## config.mk

```make
export PLATFORM = sky130hd
export DESIGN_NAME = nucleotide_stream_screen_top
export DESIGN_NICKNAME = d
export VERILOG_FILES = /design/src/rtl/nss_pkg.sv /design/src/rtl/nss_normalize.sv /design/src/rtl/nss_stats.sv /design/src/rtl/nucleotide_stream_screen_top.sv
export VERILOG_INCLUDE_DIRS = /design/src /design/src/rtl
export SDC_FILE = /design/constraint.sdc
export NUM_CORES = 1
export LEC_CHECK = 0
export ABC_AREA = 1
export BUFFER_PORTS_ARGS = -buffer_cell sky130_fd_sc_hd__buf_2
export CORE_ASPECT_RATIO = 0.9
export CORE_MARGIN = 2
export CORE_UTILIZATION = 59
export CTS_CLUSTER_SIZE = 25
export DETAILED_ROUTE_END_ITERATION = 6
export PLACE_DENSITY_LB_ADDON = 0.1
export SLEW_MARGIN = 10
export SYNTH_ARGS = -nofsm -noshare
export SYNTH_HDL_FRONTEND = slang
export SYNTH_SLANG_ARGS = --single-unit
```

## constraint.sdc

```tcl
create_clock -name aclk -period 5.5 [get_ports aclk]
set_input_delay 0.275 -clock aclk [delete_from_list [all_inputs] [get_ports aclk]]
set_output_delay 0.275 -clock aclk [all_outputs]
set_load 0.01 [all_outputs]
```

## src/rtl/assert_macros.svh

```systemverilog
// Assertion macros shared by the RTL of the nucleotide stream screen.
`ifndef ASSERT_MACROS_SVH
`define ASSERT_MACROS_SVH

// Concurrent check on aclk, off while aresetn is low.
`define NSS_ASSERT(label, prop, msg) \
    label: assert property (@(posedge aclk) disable iff (!aresetn) (prop)) else $error(msg);

// Implication form: antecedent |-> consequent.
`define NSS_ASSERT_IMPL(label, ante, cons, msg) \
    `NSS_ASSERT(label, (ante) |-> (cons), msg)

// Next-cycle form: antecedent |=> consequent.
`define NSS_ASSERT_NEXT(label, ante, cons, msg) \
    `NSS_ASSERT(label, (ante) |=> (cons), msg)

`endif

```

## src/rtl/nss_pkg.sv

```systemverilog
// Package for the nucleotide stream screen: constants, character codes and shared types.
`default_nettype none

package nss_pkg;

    localparam int CHAR_W      = 8;
    localparam int STAT_W      = 17;
    localparam int MAX_LEN_DEF = 65536;

    localparam logic [CHAR_W-1:0] CH_A    = 8'h41;
    localparam logic [CHAR_W-1:0] CH_C    = 8'h43;
    localparam logic [CHAR_W-1:0] CH_G    = 8'h47;
    localparam logic [CHAR_W-1:0] CH_N    = 8'h4E;
    localparam logic [CHAR_W-1:0] CH_T    = 8'h54;
    localparam logic [CHAR_W-1:0] CH_U    = 8'h55;
    localparam logic [CHAR_W-1:0] CH_DOT  = 8'h2E;
    localparam logic [CHAR_W-1:0] CH_DASH = 8'h2D;
    localparam logic [CHAR_W-1:0] CH_LA   = 8'h61;
    localparam logic [CHAR_W-1:0] CH_LZ   = 8'h7A;
    localparam logic [CHAR_W-1:0] CASE_OFFSET = 8'h20;

    // Normalized character and its class.
    typedef struct packed {
        logic [CHAR_W-1:0] base;
        logic              acgt;
        logic              gap;
        logic              replaced;
    } norm_t;

    // Running statistics as presented on the result channel.
    typedef struct packed {
        logic [STAT_W-1:0] align_len;
        logic [STAT_W-1:0] base_count;
        logic [STAT_W-1:0] ambig_count;
        logic [STAT_W-1:0] replaced_count;
        logic [STAT_W-1:0] longest_run;
        logic [STAT_W-1:0] start_pos;
        logic [STAT_W-1:0] end_pos;
        logic              too_ambiguous;
    } stats_t;

endpackage

`default_nettype wire

```

## src/rtl/nss_normalize.sv

```systemverilog
// Character normalizer: uppercase, optional U to T, invalid characters to N.
`default_nettype none

module nss_normalize (
    input  wire logic [nss_pkg::CHAR_W-1:0] char_in,
    input  wire logic                       convert_u,
    output nss_pkg::norm_t                  norm
);
    import nss_pkg::*;

    logic [CHAR_W-1:0] upper;
    logic [CHAR_W-1:0] conv;
    logic              acgt;
    logic              gap;
    logic              invalid;

    always_comb begin
        upper = char_in;
        if (char_in >= CH_LA && char_in <= CH_LZ) begin
            upper = char_in - CASE_OFFSET;
        end
        conv = upper;
        if (upper == CH_U && convert_u) begin
            conv = CH_T;
        end
        acgt    = (conv == CH_A) || (conv == CH_C) || (conv == CH_G) || (conv == CH_T);
        gap     = (conv == CH_DOT) || (conv == CH_DASH);
        invalid = !acgt && !gap && (conv != CH_N);

        norm.base     = invalid ? CH_N : conv;
        norm.acgt     = acgt;
        norm.gap      = gap;
        norm.replaced = invalid;
    end

endmodule

`default_nettype wire

```

## src/rtl/nss_stats.sv

```systemverilog
// Running sequence statistics: saturating counters, homopolymer run and base positions.
`default_nettype none

module nss_stats #(
    parameter int MAX_LEN = nss_pkg::MAX_LEN_DEF
) (
    input  wire logic           aclk,
    input  wire logic           aresetn,
    input  wire logic           step,
    input  wire logic           last,
    input  wire nss_pkg::norm_t norm,
    output nss_pkg::stats_t     stats
);
    import nss_pkg::*;

    localparam int CNT_W = $clog2(MAX_LEN + 1);
    localparam logic [CNT_W-1:0] CNT_MAX = CNT_W'(MAX_LEN);
    localparam logic [CNT_W-1:0] CNT_ONE = CNT_W'(1);

    logic [CNT_W-1:0]  pos_reg,   pos_next;
    logic [CNT_W-1:0]  base_reg,  base_next;
    logic [CNT_W-1:0]  ambig_reg, ambig_next;
    logic [CNT_W-1:0]  rep_reg,   rep_next;
    logic [CNT_W-1:0]  run_reg,   run_next;
    logic [CNT_W-1:0]  best_reg,  best_next;
    logic [CNT_W-1:0]  first_reg, first_next;
    logic [CNT_W-1:0]  endp_reg,  endp_next;
    logic [CHAR_W-1:0] prev_reg,  prev_next;

    function automatic logic [CNT_W-1:0] sat_inc(input logic [CNT_W-1:0] v);
        return (v >= CNT_MAX) ? CNT_MAX : v + CNT_ONE;
    endfunction

    always_comb begin
        pos_next   = sat_inc(pos_reg);
        rep_next   = norm.replaced ? sat_inc(rep_reg) : rep_reg;
        base_next  = base_reg;
        ambig_next = ambig_reg;
        run_next   = run_reg;
        best_next  = best_reg;
        first_next = first_reg;
        endp_next  = endp_reg;
        prev_next  = prev_reg;
        if (!norm.gap) begin
            base_next = sat_inc(base_reg);
            if (first_reg == '0) begin
                first_next = pos_next;
            end
            endp_next = pos_next;
            if (!norm.acgt) begin
                ambig_next = sat_inc(ambig_reg);
            end
            run_next  = (prev_reg == norm.base) ? sat_inc(run_reg) : CNT_ONE;
            prev_next = norm.base;
            if (run_next > best_reg) begin
                best_next = run_next;
            end
        end

        stats.align_len      = STAT_W'(pos_next);
        stats.base_count     = STAT_W'(base_next);
        stats.ambig_count    = STAT_W'(ambig_next);
        stats.replaced_count = STAT_W'(rep_next);
        stats.longest_run    = STAT_W'(best_next);
        stats.start_pos      = STAT_W'(first_next);
        stats.end_pos        = STAT_W'(endp_next);
        stats.too_ambiguous  = {rep_next, 2'b00} > {2'b00, base_next};
    end

    // A transaction marked last closes the sequence: state goes back to reset values.
    always_ff @(posedge aclk) begin
        if (!aresetn || (step && last)) begin
            pos_reg   <= '0;
            base_reg  <= '0;
            ambig_reg <= '0;
            rep_reg   <= '0;
            run_reg   <= '0;
            best_reg  <= CNT_ONE;
            first_reg <= '0;
            endp_reg  <= '0;
            prev_reg  <= '0;
        end else if (step) begin
            pos_reg   <= pos_next;
            base_reg  <= base_next;
            ambig_reg <= ambig_next;
            rep_reg   <= rep_next;
            run_reg   <= run_next;
            best_reg  <= best_next;
            first_reg <= first_next;
            endp_reg  <= endp_next;
            prev_reg  <= prev_next;
        end
    end

`include "assert_macros.svh"

    `NSS_ASSERT_NEXT(a_clear_on_last, step && last, pos_reg == '0, "position not cleared")
    `NSS_ASSERT(a_best_nonzero, best_reg != '0, "longest run dropped to zero")
    `NSS_ASSERT(a_base_le_pos, base_reg <= pos_reg, "base count exceeds alignment length")
    `NSS_ASSERT_IMPL(a_no_base_no_start, base_reg == '0, first_reg == '0 && endp_reg == '0,
                     "position set without a base")

endmodule

`default_nettype wire

```

## src/rtl/nucleotide_stream_screen_top.sv

```systemverilog
// Usage: s_ channel carries one ASCII character per transaction, s_last on the final one.
// The m_ channel returns one transaction per input: the normalized character and the
// running statistics of the sequence including that character; m_done_res echoes s_last
// and after it the statistics start over for the next sequence.
// cfg_wr_en/cfg_wr_data write convert_u (reset 1) in the cycle it is high; write it
// only while no transaction is in flight.
// An accepted character sits in the input register; its result is loaded into the
// result register, and shown on m_, once that register is empty or m_ready is high.
// Throughput: one character per cycle while m_ready is high; the normalizer, counter
// updates and compare between the two registers are the whole per-character path.
// Stall: when m_ready is low and m_valid high the result register holds, an empty input
// register still takes one more character, and s_ready drops until m_ready returns.
// Reset: aresetn low (synchronous) empties both registers, clears all statistics
// and sets convert_u to 1. Counts saturate at MAX_LEN and are shown in 17 bits.
`default_nettype none

module nucleotide_stream_screen_top #(
    parameter int MAX_LEN = nss_pkg::MAX_LEN_DEF
) (
    input  wire logic                        aclk,
    input  wire logic                        aresetn,
    input  wire logic                        cfg_wr_en,
    input  wire logic                        cfg_wr_data,
    input  wire logic                        s_valid,
    output      logic                        s_ready,
    input  wire logic [nss_pkg::CHAR_W-1:0]  s_char_in,
    input  wire logic                        s_last,
    output      logic                        m_valid,
    input  wire logic                        m_ready,
    output      logic [nss_pkg::CHAR_W-1:0]  m_base_out,
    output      logic                        m_done_res,
    output      logic [nss_pkg::STAT_W-1:0]  m_align_len,
    output      logic [nss_pkg::STAT_W-1:0]  m_base_count,
    output      logic [nss_pkg::STAT_W-1:0]  m_ambig_count,
    output      logic [nss_pkg::STAT_W-1:0]  m_replaced_count,
    output      logic [nss_pkg::STAT_W-1:0]  m_longest_run,
    output      logic [nss_pkg::STAT_W-1:0]  m_start_pos,
    output      logic [nss_pkg::STAT_W-1:0]  m_end_pos,
    output      logic                        m_too_ambiguous
);
    import nss_pkg::*;

    logic              convert_u_reg;
    logic              in_valid_reg;
    logic [CHAR_W-1:0] in_char_reg;
    logic              in_last_reg;
    logic              out_valid_reg;
    logic [CHAR_W-1:0] out_base_reg;
    logic              out_done_reg;
    stats_t            out_stats_reg;
    logic              advance;
    norm_t             norm;
    stats_t            stats;

    assign advance = in_valid_reg && (!out_valid_reg || m_ready);
    assign s_ready = !in_valid_reg || advance;

    always_ff @(posedge aclk) begin
        if (!aresetn) begin
            convert_u_reg <= 1'b1;
        end else if (cfg_wr_en) begin
            convert_u_reg <= cfg_wr_data;
        end
    end

    always_ff @(posedge aclk) begin
        if (!aresetn) begin
            in_valid_reg <= 1'b0;
        end else if (s_ready) begin
            in_valid_reg <= s_valid;
        end
    end

    always_ff @(posedge aclk) begin
        if (s_valid && s_ready) begin
            in_char_reg <= s_char_in;
            in_last_reg <= s_last;
        end
    end

    nss_normalize u_normalize (
        .char_in   (in_char_reg),
        .convert_u (convert_u_reg),
        .norm      (norm)
    );

    nss_stats #(
        .MAX_LEN (MAX_LEN)
    ) u_stats (
        .aclk    (aclk),
        .aresetn (aresetn),
        .step    (advance),
        .last    (in_last_reg),
        .norm    (norm),
        .stats   (stats)
    );

    always_ff @(posedge aclk) begin
        if (!aresetn) begin
            out_valid_reg <= 1'b0;
        end else if (advance) begin
            out_valid_reg <= 1'b1;
        end else if (m_ready) begin
            out_valid_reg <= 1'b0;
        end
    end

    always_ff @(posedge aclk) begin
        if (advance) begin
            out_base_reg  <= norm.base;
            out_done_reg  <= in_last_reg;
            out_stats_reg <= stats;
        end
    end

    assign m_valid          = out_valid_reg;
    assign m_base_out       = out_base_reg;
    assign m_done_res       = out_done_reg;
    assign m_align_len      = out_stats_reg.align_len;
    assign m_base_count     = out_stats_reg.base_count;
    assign m_ambig_count    = out_stats_reg.ambig_count;
    assign m_replaced_count = out_stats_reg.replaced_count;
    assign m_longest_run    = out_stats_reg.longest_run;
    assign m_start_pos      = out_stats_reg.start_pos;
    assign m_end_pos        = out_stats_reg.end_pos;
    assign m_too_ambiguous  = out_stats_reg.too_ambiguous;

`include "assert_macros.svh"

    `NSS_ASSERT_NEXT(a_accept_loads, s_valid && s_ready, in_valid_reg, "accepted transaction lost")
    `NSS_ASSERT_NEXT(a_advance_fills, advance, out_valid_reg, "result register not loaded")
    `NSS_ASSERT_NEXT(a_stall_holds, m_valid && !m_ready, m_valid, "result dropped while stalled")

endmodule

`default_nettype wire

```

# Word level (Yosys, flattened, before mapping)
# Index checks and enable logic that the tools add are counted.
[classes] mul=0 bitwise=1 n_eq_ne=9 n_lt_le_gt_ge=9 shifts=0 n_mux=20 reduce_logical=22 add_sub_neg=6 div=0
[op_table] cell="$mux 17" n=15
[op_table] cell="$add 17x1->17 const B" n=5
[op_table] cell="$ge 17x17->1 const B" n=5
[op_table] cell="$eq 8x7->1 const B" n=5
[op_table] cell="$mux 8" n=3
[op_table] cell="$gt 19x17->1" n=1
[op_table] cell="$gt 17x17->1" n=1
[op_table] cell="$logic_not 17->1" n=1
[op_table] cell="$eq 8x6->1 const B" n=2
[op_table] cell="$eq 8x8->1" n=1
[op_table] cell="$ge 8x7->1 const B" n=1
[op_table] cell="$le 8x7->1 const B" n=1
[op_table] cell="$ne 8x7->1 const B" n=1
[op_table] cell="$sub 8x6->8 const B" n=1
[op_table] cell="$logic_and 1x1->1" n=7
[op_table] cell="$logic_or 1x1->1" n=7
[op_table] cell="$logic_not 1->1" n=5
[op_table] cell="$mux 1" n=2
[op_table] cell="$reduce_and 2->1" n=1
[op_table] cell="$reduce_bool 2->1" n=1
[op_table] cell="$not 1->1" n=1
[totals] mem_bits_ro=0 memories=0 elab_cells=91 ramBits=0 ff_bits=285 output_inout_bits=131 in_bits=15 latch_bits=0

# Logic depth before layout (Yosys ltp)
# Gate-level depths: netlist of the first run.
[depth] word_depth=19 ltp_mapped=34 ltp_nobuf=31

# Modules after synthesis
# A second synthesis of the first run with hierarchy kept.
[hier_totals] cells_unflattened=1695 hier_area_um2=14151.1
[by_module_without_submodules] mod="nss_stats" n_inst=1 seq_area_each_um2=2882.8 area_per_inst_um2=9481.6 cells_each=1466
[by_module_without_submodules] mod="nucleotide_stream_screen_top" n_inst=1 seq_area_each_um2=4204.0 area_per_inst_um2=4272.8 cells_each=155
[by_module_without_submodules] mod="nss_normalize" n_inst=1 seq_area_each_um2=0.0 area_per_inst_um2=396.6 cells_each=74

# Worst setup path before layout of the first run
# OpenSTA, ideal clock, no wires.
[synth_path] path_kind="reg2reg" start="register out_valid_reg, in the netlist m_valid" end="register out_stats_reg (netlist bit m_align_len[0]) (enable)" period_less_slack_ns=4.888 setup_ns=0.544 arrival_time_ns=4.344 path_slack_ns=0.612 path_buffers=1 stages_incl_launch_ff=5 t_required_ns=4.956 path_cell_list="dfxtp_1 nand2_1 nand2_1 inv_2 clkbuf_1"
[synth_via] elab_chain_len=3
[synth_lines] item="start: declaration" line="nucleotide_stream_screen_top.sv:47" text="logic out_valid_reg;"
[synth_lines] item="start signal: assignment" line="nucleotide_stream_screen_top.sv:100" text="out_valid_reg <= 1'b0;"
[synth_lines] item="start signal: assignment" line="nucleotide_stream_screen_top.sv:102" text="out_valid_reg <= 1'b1;"
[synth_lines] item="start signal: assignment" line="nucleotide_stream_screen_top.sv:104" text="out_valid_reg <= 1'b0;"
[synth_lines] item="$logic_not 1->1" line="nucleotide_stream_screen_top.sv:55" text="assign advance = in_valid_reg && (!out_valid_reg || m_ready);"
[synth_lines] item="$logic_or 1x1->1" line="nucleotide_stream_screen_top.sv:55"
[synth_lines] item="$logic_and 1x1->1" line="nucleotide_stream_screen_top.sv:55"
[synth_lines] item="named net advance" line="nucleotide_stream_screen_top.sv:51" text="logic advance;"
[synth_lines] item="end signal: assignment" line="nucleotide_stream_screen_top.sv:112" text="out_stats_reg <= stats;"
[synth_lines] item="end: declaration" line="nucleotide_stream_screen_top.sv:50" text="stats_t out_stats_reg;"
# The timed path passes the listed nets, and every way through them passes these cells.
# A chain may end at the register's enable or synchronous reset.

==> flow_summary.yaml, run 1 <==
status:
  status: "finished, final reports clean"
die:
  io_pins: 146
  dieArea_um2: 24600
  die_w_um: 165
  start_util_pct: 59.6
  core_area_um2: 23100
  die_y_um: 149
  num_rows: 53
grt:
  track_usage_pct: 25.1
  grt_pass1_wl_um: 50100
  grt_pass1_vias: 10300
  overflow: 0
  grt_max_degree: 89
  grt_antenna_before_repair: 0
routing:
  dr_wl_met3_um: 1750
  drc_errors: 0
  postRouteAntennaNets: 0
  met1_length_um: 14500
  top_layer_used: "met4"
  first_pass_iters: 6
  routed_wl_um: 31100
  first_iter_violations: 871
  vias_per_cell: 5.32
  routedWlPerCell_um: 14.6
  vias: 11300
  route.met2.wl_um: 14200
clocking:
  clock_latency_ns: 0.55
  cts_num_sinks: 285
  clock-root-buffer: "clkbuf_16"
  path_clk_slew_ns: 0.06
  cts_tree: "done"
  cts-htree-levels: 1
  cts_made_buffers: 29
  ctsLongestPathBuffers: 3
critical_path:
  crit_type: "reg -> reg"
  rr_startpoint: "in_char_reg[1]"
  critPathArrivalTime_ns: 5.24
  cp-end-kind: "flop"
  cp_data_required_time_ns: 5.79
  rrSetupSlack_ns: 0.55
  critPathMaxFanout: 17
  crit_path_start_kind: "flop"
  r2r_cells: 27
  worstReg2RegEnd: "m_longest_run[1]"
timing:
  grt_setup_unrepaired: "false"
  setup_tns_ns: 0
  skew_ns: 0.0149
  setup_violations: 0
  fin_crit_sh_pct: 89.9
  max-slew-margin-rel_pct: 46.8
  fmax_mhz: 202
  hold_viol: 0
  min_period_ns: 4.95
  drv_slew: 0
  worst_pin_slew_ns: 0.798
yosys:
  synthCells: 1667
  syn-num-nets: 1725
  netlist_area_um2: 13800
  ys_seq_area_share_pct: 51.4
  synth-seq-cells: 285
  synth.distinct_cells: 50
  yosysWarnings: 0
  avgSynthCellArea_um2: 8.27
pwr:
  power_leakage_uw: 0.00721
  ir_worst_vdd_uv: 244
  pwr_density_cell_nw_per_um2: 309
placement:
  io_buffers: 145
  dp_hpwl_um: 21200
  place.gp.congestion: 0.896
hold_path:
  whs_path_depth: 3
  hp-start: "s_valid"
  hold_path_class: "in -> reg"
  whs_endpoint: "in_valid_reg"
finish:
  diodes: 0
  nets: 1867
  final_cell_mix: "inv_1 (317), nand2_1 (286), o21ai_0 (157)"
  layout_commonest_cell: "inv_1"
  post-route-util_pct: 67.9
  final_layout_size_suffix_gt1_share_pct: 13.6
  syn2layout_area_growth_pct: 14.0
job:
  cap_violations: 0
cells by family (layout without fill, tap and decap cells):
kind of cell | Yosys count | in the layout | share of synthesized area [%]
xor+xnor | 10 | 10 | 0.635
compound gates | 351 | 351 | 13.5
flops | 285 | 285 | 51.4
other cells | 1 | 1 | 0.0272
simple gates | 594 | 595 | 19.4
buf+inv | 383 | 547 | 11.2
fa+ha+maj | 43 | 43 | 3.90
area by class of cell:
| cell class | count | area, um^2 |
|---|---|---|
| clock inverters | 8 | 68.8 |
| well taps | 302 | 378 |
| inverters | 324 | 1220 |
| multi-input cells | 1000 | 5180 |
| clock buffers | 46 | 850 |
| repair buffers | 169 | 933 |
| flip-flops and latches | 285 | 7090 |
| fillers | 1892 | 7420 |
power breakdown:
| part | internal (uW) | switching [uW] | leakage, uW |
|---|---|---|---|
| Clock | 1100 | 795 | 0.000447 |
| Sequential | 2360 | 65.6 | 0.00251 |
| Combinational | 171 | 368 | 0.00425 |
| Total | 3630 | 1230 | 0.00721 |
worst max-delay path, stage by stage, from the launching register on:
cell and delay, ns:
edfxtp_1 0.45, nand2_1 0.11, nand2_1 0.07, nand2_2 0.07, nand2_2 0.05, nor2_2 0.12, a21oi_2 0.09, nand2_1 0.08
nor2_2 0.05, o21ai_2 0.24, nand4_2 0.47, nand3_1 0.22, nand4_2 0.18, nor2_2 0.49, nand2_1 0.21, inv_1 0.11
ha_1 0.12, nand2_1 0.07, nor2_1 0.14, o31ai_1 0.09, o211ai_1 0.08, nand2_1 0.07, o211ai_1 0.07, and3_1 0.46
clkinvlp_4 0.15, buf_4 0.22, nand2_1 0.12, nand2_1 0.07
synth_stat cells, drive strengths merged:
cell type / number / area, um^2
dlygate4sd3: 1 / 10.0
o21ai: 162 / 815
o21bai: 1 / 7.51
or2: 1 / 6.26
clkinv: 1 / 3.75
edfxtp: 138 / 4140
nor2: 131 / 527
nand4: 22 / 156
dfxtp: 147 / 2940
a211o: 1 / 8.76
ha: 43 / 538
a31oi: 5 / 31.3
nand3b: 3 / 22.5
o2111ai: 1 / 8.76
nand3: 91 / 551
xnor2: 1 / 8.76
and3: 1 / 6.26
inv: 323 / 1210
o22ai: 1 / 6.26
o211ai: 3 / 22.5
a2111oi: 1 / 8.76
buf: 17 / 118
xor2: 9 / 78.8
nand2: 293 / 1120
a21oi: 153 / 769
and2: 1 / 6.26
clkbuf: 41 / 204
nor3: 39 / 200
o21a: 3 / 22.5
o211a: 2 / 20.0
nor4: 11 / 68.8
conb: 1 / 3.75
and3b: 1 / 8.76
o31ai: 4 / 30.0
a211oi: 14 / 105
metrics by stage:
stage	cells	instance area [um^2]	worst slack, ns	total power, uW	hold WS, ns
final	2134	15700	0.555	4860	0.0323
after global routing	2134	15700	0.0972	5060	0.0331
after CTS	2132	15700	0.302	4890	0.000834
after detailed placement	2067	14700	0.326	2990	0.441
after global placement	2067	14700	0.493	2970	0.440
after floorplan	1667	13800	0.612	2840	0.374
worst max path at each step:
stage                     slack [ns]                    to            from
after global placement          0.49   u_stats.best_reg[8]  in_char_reg[0]
after CTS                       0.30  u_stats.best_reg[12]  in_char_reg[1]
final                           0.55      m_longest_run[1]  in_char_reg[1]
after detailed placement        0.33   u_stats.best_reg[3]  in_char_reg[1]
after floorplan                 0.61        m_align_len[0]         m_valid
after global routing             0.1  u_stats.best_reg[12]  in_char_reg[2]
what timing repair did:
| action | 4_1_cts | 5_1_grt |
|---|---|---|
| hold buffers | 11 | 0 |
| gates resized for setup | 0 | 1 |
| endpoints found under the setup margin | 0 | 32 |
| hold endpoints to repair | 10 | 0 |
| buffers inserted | 0 | 1 |
layer usage:
layer | GRT usage (%) | up-vias
met1 | 35.9 | 5264
met2 | 40.5 | 307
met4 | 5.74 | 0
li1 | - | 5733
met3 | 3.61 | 44
met5 | 0 | -
Note: power is estimated with default switching activity, not from simulation.
==> run 2, diff against run 1 <==
--- a/config.mk
+++ b/config.mk
@@ -6,7 +6,6 @@
 export SDC_FILE = /design/constraint.sdc
 export NUM_CORES = 1
 export LEC_CHECK = 0
-export ABC_AREA = 1
 export BUFFER_PORTS_ARGS = -buffer_cell sky130_fd_sc_hd__buf_2
 export CORE_ASPECT_RATIO = 0.9
 export CORE_MARGIN = 2
==> flow_summary.yaml, run 2 <==
yosys:
  synth.distinct_cells: 74
  synth_top_area_cell: "edfxtp_1"
  syn-num-nets: 1468
  netlist_area_um2: 13500
  synth-edff-count: 138
  synth-seq-cells: 285
  ys_seq_area_share_pct: 52.5
  avgSynthCellArea_um2: 9.57
  ys_async_sr_fraction_pct: 0
  ys_top_cells_by_count: "nand2_1 (223), dfxtp_1 (147), edfxtp_1 (138), nor2_1 (130), a21oi_1 (114)"
  synthCells: 1410
  synthFlopType: "dfxtp_1"
  yosysWarnings: 0
  synth.most_common_cell: "nand2_1"
  netlist.area_leader.share_pct: 30.7
  synth.area.top_cells: "edfxtp_1 (31%), dfxtp_1 (22%), nand2_1 (6.2%)"
finish:
  diodes: 0
  syn2layout_area_growth_pct: 14.5
  fillCellCount: 1784
  post-route-util_pct: 68.9
  final_layout_size_suffix_gt1_share_pct: 15.2
  stdcell_count: 1856
  nets: 1594
  final_cell_mix: "nand2_1 (221), dfxtp_1 (147), buf_2 (145)"
  layout_commonest_cell: "nand2_1"
clocking:
  clock_latency_ns: 0.55
  cts_setup_buffers: 0
  cts_tree: "done"
  cts_num_sinks: 285
  ctsLongestPathBuffers: 3
  cts-htree-levels: 1
  path_clk_slew_ns: 0.06
  cts_made_buffers: 29
  clock-root-buffer: "clkbuf_16"
die:
  die_y_um: 148
  dieArea_um2: 24100
  core_area_um2: 22400
  die_w_um: 163
  start_util_pct: 60.1
  num_rows: 52
  io_pins: 146
routing:
  vias: 10700
  first_pass_iters: 6
  drc_errors: 0
  routed_wl_um: 30300
  routedWlPerCell_um: 16.3
  vias_per_cell: 5.78
  first_iter_violations: 807
  postRouteAntennaNets: 0
hold_path:
  hold_path_class: "in -> reg"
timing:
  layout_setup_ws_ns: 0.443
  skew_ns: 0.0207
  max-slew-margin-rel_pct: 21.5
  hold_ws_ns: 0.0235
  grt_setup_unrepaired: "false"
  fmax_mhz: 198
  drv_slew: 0
  setup_tns_ns: 0
  min_period_ns: 5.06
  fin_crit_sh_pct: 91.9
  worst_pin_slew_ns: 1.17
  setup_violations: 0
  hold_viol: 0
job:
  cap_violations: 0
critical_path:
  crit_chain: "or3b_1 > or3_1 > a41o_1 > nor3_1 > nor3_1 > nand2_1 > nor2_1 > ha_1 > nand4_1 > nor3_1 > o311ai_0 > o211ai_1 > nand3_1 > buf_4 > o31ai_1"
  cpMostUsedCell: "nor3_1"
  cp_data_required_time_ns: 5.85
  critPathMaxFanout: 20
  critPathSlowestCell: "or3b_1"
  crit_path_start_kind: "flop"
  crit_type: "reg -> reg"
  critPathArrivalTime_ns: 5.41
  max_stage_delay_ns: 0.55
  cp-end-kind: "flop"
placement:
  place.gp.congestion: 0.860
  place_inst: 1789
  dp_hpwl_um: 19500
  io_buffers: 145
  pre_cts_slack_ns: 0.454
grt:
  grt_max_degree: 88
  overflow: 0
  track_usage_pct: 24.9
  grt_antenna_before_repair: 0
  grt_pass1_vias: 9835
  grt_pass1_wl_um: 49300
pwr:
  pwr_density_cell_nw_per_um2: 287
  power_leakage_uw: 0.00578
  ir_worst_vdd_uv: 218
status:
  status: "finished, final reports clean"
==> run 2: area by class of cell <==
type                            count  area (um^2)  area share [%]
Clock inverter                      6         57.6           0.372
Timing Repair Buffer              174          976            6.31
Clock buffer                       48          828            5.36
Tap cell                          297          372            2.40
Sequential cell                   285         7090            45.8
Inverter                           61          234            1.51
Multi-Input combinational cell    985         5910            38.2
==> run 2: worst max-delay path, delay by kind of cell, from the launching register on <==
kind	cells	cell delay, ns
and+or+nand+nor	9	2.90
AOI/OAI and AO/OA	4	0.84
DFF	1	0.43
buffers and inverters	1	0.37
adders and majority gates	1	0.32
==> run 2: per-layer routing <==
layer / vias to the layer above / global-route usage, % / part of all wire [%] / wire length [um]
met5: - / 0 / 0 / 0
met3: 46 / 3.79 / 5.9 / 1780
met1: 5097 / 35.4 / 46 / 13900
met2: 319 / 40.3 / 46 / 14000
met4: 0 / 6.28 / 1.9 / 582
li1: 5269 / - / - / -
==> run 2: final timing paths <==
| path | from | to | slack [ns] | cells past startpoint |
|---|---|---|---|---|
| worst max register to register | in_char_reg[6] | m_longest_run[2] | 0.44 | 15 |
| worst min register to register | u_stats.endp_reg[0] | u_stats.endp_reg[0] | 0.45 | 2 |
| worst min-delay path | aresetn | m_valid | 0.02 | 2 |
| worst max-delay path | in_char_reg[6] | m_longest_run[2] | 0.44 | 15 |
==> run 2: where the power goes <==
group	internal [uW]	switching, uW	total [uW]	leakage, uW
clock	1070	786	1850	0.000429
combinational	88.2	186	275	0.00293
sequential	2280	31.0	2320	0.00242
==> run 2: kinds of logic after synthesis <==
| family | count (synthesis) | synth area share (%) |
|---|---|---|
| other | 1 | 0.0278 |
| adder cells (fa/ha/maj) | 43 | 3.99 |
| buffers and inverters | 140 | 4.02 |
| AO/OA/AOI/OAI | 302 | 14.6 |
| AND/OR/NAND/NOR | 573 | 20.4 |
| multiplexers | 7 | 0.556 |
| XOR/XNOR | 59 | 3.83 |
| flip-flops | 285 | 52.5 |
==> run 2: through the flow <==
step | area [um^2] | total power, uW
after global placement | 14400 | 2620
after floorplan | 13500 | 2530
after detailed placement | 14400 | 2630
after CTS | 15500 | 4470
after global routing | 15500 | 4600
final | 15500 | 4450
==> run 2: what timing repair did <==
action | CTS | global route
hold endpoints to repair | 11 | 0
resized for setup | 0 | 2
hold buffers | 13 | 0
setup endpoints to repair | 0 | 23
